<file path="src/rtl/psrs_ram.sv">
`default_nettype none
// ----------------------------------------------------------------------------
// psrs_ram: generic single-port-write, single-port-read RAM
// One write and one read per cycle; read data is registered.
// ----------------------------------------------------------------------------
module psrs_ram #(
   parameter int WIDTH = 8,
   parameter int DEPTH = 16
) (
   input  wire logic                             clock,
   input  wire logic                             we,
   input  wire logic [(DEPTH>1?$clog2(DEPTH):1)-1:0] waddr,
   input  wire logic [WIDTH-1:0]                 wdata,
   input  wire logic [(DEPTH>1?$clog2(DEPTH):1)-1:0] raddr,
   output logic      [WIDTH-1:0]                 rdata
);

   logic [WIDTH-1:0] mem [DEPTH];

   // write port and registered read port
   always_ff @(posedge clock) begin
      if (we) begin
         mem[waddr] <= wdata;
      end
      rdata <= mem[raddr];
   end

endmodule
`default_nettype wire

</file>
<file path="config.mk">
export PLATFORM = sky130hd
export DESIGN_NAME = psrs_ram
export DESIGN_NICKNAME = d
export VERILOG_FILES = /design/src/rtl/psrs_ram.sv
export SDC_FILE = /design/constraint.sdc
export NUM_CORES = 1
export LEC_CHECK = 0
export BUFFER_PORTS_ARGS = -buffer_cell sky130_fd_sc_hd__buf_4
export CORE_MARGIN = 8
export CORE_UTILIZATION = 50
export DETAILED_ROUTE_END_ITERATION = 12
export PLACE_DENSITY = 0.67
export SYNTH_ARGS = -nofsm -noshare
export SYNTH_HDL_FRONTEND = slang
export SYNTH_SLANG_ARGS = --single-unit
</file>
<file path="constraint.sdc">
create_clock -name clock -period 4.5 [get_ports clock]
set_clock_uncertainty 0.1 [all_clocks]
set_input_delay 0.45 -clock clock [delete_from_list [all_inputs] [get_ports clock]]
set_output_delay 0.45 -clock clock [all_outputs]
set_load 0.005 [all_outputs]
</file>
# After elaboration in Yosys (flattened, before gate mapping)
# Memories as Yosys holds them, arrays and structs flattened. A register that Yosys moved wholly into a read port is not among the register bits.
# Cells that the tools add are included.
# op_classes
addsub	0
n_mul	0
n_div	0
n_lt_le_gt_ge	0
n_eq_ne	0
n_shift	0
n_mux	2
bitwise	0
reduce_logical	0
# ops
op	n
$mux W1	2
# totals
register_bits	0
latchBits	0
ram_bits	128
romBits	0
input_bits	18
word_cells	3
mem_count	1
# mem_list
name	words	width	read_ports	rd_clocked_by_memory_dff	wr	line	rtl
mem	16	8	1	1	1	18	logic [WIDTH-1:0] mem [DEPTH];

# Longest topological paths before layout
# Gate-level depths: netlist (run 1).
# depth
depth_word	2
mapped_depth	5
mapped_depth_nobuf	3

# Worst setup path after synthesis (run 1)
# Ideal clock, no wire load.
# synth_timing
kind	input-to-reg
start	input waddr[2] (netlist bit)
end	memory mem[0][0] (enable)
arrival_time_ns	1.560
t_required_ns	4.017
setup_slack_ns	2.457
path_stages	2
cell_sequence	or3b_2 -> nor3_1
# synth_rtl
item	line	rtl
start, declared	12	input wire logic [(DEPTH>1?$clog2(DEPTH):1)-1:0] waddr,
end, declared	18	
# Straight into the memory's write port.

# Worst setup path after layout (run 1)
# layout_timing
start	input waddr[2] (netlist bit)
end	memory mem[0][0] (enable)
# Straight into the memory's write port.

==> results of run 1 <==
## cell type report
type                    count  area share (%)
multi-input cells          83            17.4
well taps                 136            2.80
flip-flops and latches    136            65.9
repair buffers             28            3.46
clock buffers              24            8.08
clock inverters             7            2.31
## state kept, by name, indices dropped and copies added (netlist names)
register / cells
mem: 128
rdata: 8
## cell families (layout without fill, tap and decap cells)
group	after synthesis	count (layout)	share of synthesized area (%)
and+or+nand+nor	35	35	3.18
AOI/OAI and AO/OA	16	16	2.33
muxes	32	32	15.0
buffers and inverters	10	59	1.68
DFF	136	136	77.8
## metal layers
layer | GRT usage (%) | share of wire, % | vias to the layer above
met1 | 18.6 | 44 | 1223
met5 | 0 | 0 | -
met4 | 5.52 | 0.99 | 0
met3 | 4.84 | 5.9 | 8
met2 | 21.6 | 49 | 71
li1 | - | - | 1044
## how the worst max path moves through the flow
stage                     startpoint  cells past startpoint             endpoint
final                       waddr[2]                      3  mem[0][0]$_DFFE_PP_
after global routing        waddr[2]                      3  mem[0][4]$_DFFE_PP_
after CTS                   waddr[2]                      3  mem[0][2]$_DFFE_PP_
after detailed placement    waddr[2]                      3  mem[0][0]$_DFFE_PP_
after global placement      waddr[2]                      3  mem[0][2]$_DFFE_PP_
after floorplan             waddr[2]                      2  mem[0][0]$_DFFE_PP_
## layout by cell type (no fill, tap or decap), types with 6 or more instances in the layout
cell       synthesis  final
edfxtp_1         128    128
buf_4              1     28
mux4_2            18     18
a22oi_1           16     16
clkbuf_16          0     16
mux4_1            14     14
nor2_1            13     13
nand2_1            9      9
dfxtp_1            8      8
clkbuf_8           0      6
## stage by stage
step	instances	setup slack (ps)	hold slack [ps]	total power [mW]	instance area [sq um]
6_report	414	2520	146	3.00	6070
5_1_grt	414	2380	132	3.08	6070
4_1_cts	414	2540	130	3.01	6070
3_5_place_dp	383	2000	569	1.58	5440
3_3_place_gp	383	2110	544	1.58	5440
2_1_floorplan	229	2460	449	1.52	5150
## critical path, cell delays in order
cell and delay [ps]:
buf_4 120, or3b_2 510, nor3_1 910
## report_power, final
group | leakage [nW] | internal [mW] | switching (mW)
logic | 0.507 | 0.0591 | 0.0695
clock network | 0.303 | 0.970 | 0.475
registers | 1.22 | 1.42 | 0.00741
total | 2.03 | 2.45 | 0.552
==> impl_metrics.ini, run 1 <==
[status]
status = complete, no violations

[synth]
avgSynthCellArea_sq_um = 22.5
synthArstFlopShare_pct = 0
ys.flop_type = edfxtp_1
netlist_top_cells_count = edfxtp_1 (128), mux4_2 (18), a22oi_1 (16)
postSynthCellCount = 229
syn_nets = 247
ys_top_cells_by_area = edfxtp_1 (75%), mux4_2 (7.9%), mux4_1 (7.1%)
synth-edff-count = 128
yosysWarnings = 0
synth_top_area_share_pct = 74.7
synth_cell_type_count = 19
synth_area_leader_cell = edfxtp_1
ys_seq_area_share_pct = 77.8
ys_ff_latch = 136
netlist_area_sq_um = 5150
yosysMostFrequentCell = edfxtp_1

[route]
remaining_drc_errors = 0
routed_wl_um = 9430
drt_first_pass_iters = 4
via_per_inst = 5.67
drt-initial-drc-count = 150
drtAntennaViolNets = 0
wl_per_cell_um = 22.8
vias = 2346

[clock_network]
h-tree-depth = 4
root_buffer = clkbuf_8
numCtsBuffers = 17
clkLatencyLatePin_ps = 500
cts.clk_slew.worst_paths_ps = 60
hold_buffers = 0
clock_sinks = 136
cts_setup_buffers = 0
cts_tree = built
clk_path_buf_depth = 2
post_cts_resized = 0

[global_routing]
grt_first_pass_wirelength_um = 14500
grt_pass1_vias = 2486
antenna_found_initial = 0
grt_overflow = 0
grt_max_degree = 33
grtUsageTotal_pct = 14.2

[worst_setup_path]
ff2ff_path_depth = 3
timing.rr.start = mem[3][4]$_DFFE_PP_
start_kind = primary input
crit_type = primary input to register
regToRegEndpoint = rdata[4]$_DFF_P_
worstPathRequired_ps = 4510
crit_path_end_kind = register
crit_arrival_ps = 1990
path_max_fanout = 8
regToRegSetupSlack_ps = 3050

[min_path]
worstHoldStart = wdata[6]
hold_depth = 1
hold_path_class = primary input to register
whs_endpoint = mem[5][6]$_DFFE_PP_

[cells_and_area]
synthToLayoutAreaGrowth_pct = 18.0
postLayoutCoreUtil_pct = 59.9
fill_cells = 711
regArea_sq_um = 4000
drive_gt1_share_pct = 27.3
diodes = 0
fin_nets = 284
multi_input_area_sq_um = 1060

[place]
globalplace.congestion = 0.724
portBuffers = 25
hpwlAfterDp_um = 5660

[power_and_ir_drop]
max-vdd-ir-drop_mv = 0.334
p_leak_nw = 2.03
power_density_nw_per_um2 = 494

[floorplanning]
start_util_pct = 50.8
row_count = 37
die_area_sq_um = 13800
die_h_um = 117
die_w_um = 117
core_sq_um = 10100
boundaryPins = 26

[sta]
setup_viol = 0
relSlewSlack_pct = 21.7
fin_crit_sh_pct = 44.0
max_freq_ghz = 0.505
worst_pin_slew_ps = 1170
hold_viol = 0
fin_setup_tns_ps = 0
layout_min_cycle_time_ps = 1980
slew_violations = 0
rsz0062_at_grt = no

[flow_run]
drv_cap = 0
Power figures use the tool's default switching activity.
==> run 2: changes to the inputs <==
ABC_AREA = 1   (was not set)
PLACE_DENSITY = 0.7   (was 0.67)
clock period = 1.8 ns   (was 4.5 ns; I/O delays follow)
==> run 2 against run 1 <==
  * Final cell count grew 82%
  * Clock-buffer cell count decreased by 3
  * Worst setup slack worse by 1900 ps
  * Clock power rose to 2.6 times the previous value
  * Via count rose by 67%
  * Sequential cell count unchanged
  * Synthesized area grew 12%
  * Largest power group unchanged
  * Total power rose to 2.6 times the previous value
  * Core utilization up 0.73 points
  * Register-to-register slack lost 2400 ps
  * Highest routed layer unchanged
==> impl_metrics.ini, run 2 <==
[worst_setup_path]
path_delay_family = flip-flops
path_max_fanout = 1
worstPathRequired_ps = 1520
ff2ff_path_depth = 6
worstSetupStartpoint = rdata[5]$_DFF_P_
crit_path_end_kind = primary output
crit_arrival_ps = 910
cpPeakStageDelay_ps = 370
crit_path_top_delay_cell = dfxtp_1
path_cells = buf_4
regToRegEndpoint = rdata[5]$_DFF_P_
crit_end = rdata[5]
timing.rr.start = mem[7][5]$_DFFE_PP_
regToRegSetupSlack_ps = 680
crit_buf_inv = 1
crit_type = register to primary output
start_kind = register
path_depth = 1

[power_and_ir_drop]
power_density_nw_per_um2 = 1150
max-vdd-ir-drop_mv = 0.686
p_leak_nw = 3.00

[sta]
max_freq_ghz = 0.838
fin_ws_ps = 607
setup_viol = 0
fin_setup_tns_ps = 0
fin_hold_ws_ps = 12.1
relSlewSlack_pct = 72.2
rsz0062_at_grt = no
worst_pin_slew_ps = 418
slew_violations = 0
layout_min_cycle_time_ps = 1190
fin_crit_sh_pct = 66.3
hold_viol = 0

[cells_and_area]
synthToLayoutAreaGrowth_pct = 19.0
largest_reg_flops = 128
fin_nets = 614
fin_cells = 752
mostFrequentLayoutCell = nand2_1
final_cell_mix = nand2_1 (173), edfxtp_1 (128), inv_1 (100)
drive_gt1_share_pct = 13.1
regMostFlops = mem
largest_registers = mem (128), rdata (8)
fill_cells = 919
diodes = 0

[synth]
ys_ff_latch = 136
yosysMostFrequentCell = nand2_1
ys_seq_area_share_pct = 69.4
syn_nets = 569
synth_top_area_share_pct = 66.7
postSynthCellCount = 551
synthArstFlopShare_pct = 0
synth-edff-count = 128
avgSynthCellArea_sq_um = 10.5
synth_cell_type_count = 12
synth_area_leader_cell = edfxtp_1
yosysWarnings = 0
netlist_area_sq_um = 5770
ys.flop_type = edfxtp_1
ys_top_cells_by_area = edfxtp_1 (67%), nand2_1 (11%), nand3_1 (8.4%)
netlist_top_cells_count = nand2_1 (173), edfxtp_1 (128), inv_1 (100)

[global_routing]
antenna_found_initial = 0
grt_max_degree = 65
grt_first_pass_wirelength_um = 21200
grt_overflow = 0
grtUsageTotal_pct = 18.9
grt_pass1_vias = 3932

[floorplanning]
die_h_um = 123
die_w_um = 123
row_count = 39
core_sq_um = 11300
die_area_sq_um = 15200
boundaryPins = 26
start_util_pct = 50.9

[clock_network]
cts_tree = built
clkLatencyLatePin_ps = 410
h-tree-depth = 4
root_buffer = clkbuf_16
post_cts_resized = 0
cts_setup_buffers = 0
cts.clk_slew.worst_paths_ps = 60
clk_path_buf_depth = 2
numCtsBuffers = 17
clock_sinks = 136

[route]
vias = 3908
routed_wl_um = 13400
drt_first_pass_iters = 5
drtAntennaViolNets = 0
wl_per_cell_um = 17.8
via_per_inst = 5.20
remaining_drc_errors = 0
drt-initial-drc-count = 461

[place]
dp.cells = 717
portBuffers = 25
globalplace.congestion = 0.878
hpwlAfterDp_um = 8110
dp_slack_ps = 436

[status]
status = complete, no violations

[flow_run]
drv_cap = 0

[min_path]
hold_path_class = primary input to register
## run 2: worst min path at each step
stage          cells past startpoint  startpoint              endpoint  slack (ps)
4_1_cts                            1    wdata[5]   mem[6][5]$_DFFE_PP_           3
6_report                           1    wdata[5]   mem[1][5]$_DFFE_PP_          10
3_5_place_dp                       1    wdata[2]  mem[13][2]$_DFFE_PP_         420
2_1_floorplan                      0    wdata[0]   mem[0][0]$_DFFE_PP_         180
5_1_grt                            1    wdata[5]  mem[14][5]$_DFFE_PP_          20
3_3_place_gp                       1    wdata[2]   mem[7][2]$_DFFE_PP_         410
## run 2: power breakdown
part	switching (mW)	internal (mW)	total, mW	leakage [nW]
registers	0.0259	3.54	3.57	1.22
logic	0.303	0.159	0.462	1.45
clock network	1.26	2.57	3.83	0.320
## run 2: layout make-up
class / instances / area, sq um / share of cell area, %
Timing Repair Buffer: 50 / 420 / 6.13
Tap cell: 143 / 179 / 2.61
Multi-Input combinational cell: 289 / 1210 / 17.7
Clock buffer: 21 / 470 / 6.86
Clock inverter: 11 / 193 / 2.81
Sequential cell: 136 / 4000 / 58.3
Inverter: 102 / 383 / 5.58
## run 2: metrics by stage
| step | utilization (%) | cell area, sq um | power [mW] |
|---|---|---|---|
| 3_3_place_gp | 54.5 | 6170 | 4.07 |
| 5_1_grt | 60.6 | 6860 | 8.08 |
| 4_1_cts | 60.6 | 6860 | 7.92 |
| 6_report | 60.6 | 6860 | 7.86 |
| 2_1_floorplan | - | 5770 | 3.87 |
| 3_5_place_dp | 54.5 | 6170 | 4.08 |
## run 2: cell families (layout without fill, tap and decap cells)
logic type / count (synthesis) / after routing / synth area share [%]
simple gates: 289 / 289 / 21.0
buf+inv: 126 / 184 / 9.52
flops: 136 / 136 / 69.4
## run 2: per-layer routing
layer / global-route usage [%] / share of wire [%] / vias up
li1: - / - / 1867
met1: 24.2 / 42 / 1849
met2: 30.1 / 49 / 174
met3: 4.47 / 7.0 / 18
met4: 8.65 / 1.9 / 0
met5: 0 / 0 / -
## run 2: what timing repair did
item	4_1_cts	5_1_grt
hold buffers	3	0
endpoints found under the hold margin	34	0
setup endpoints to repair	0	0
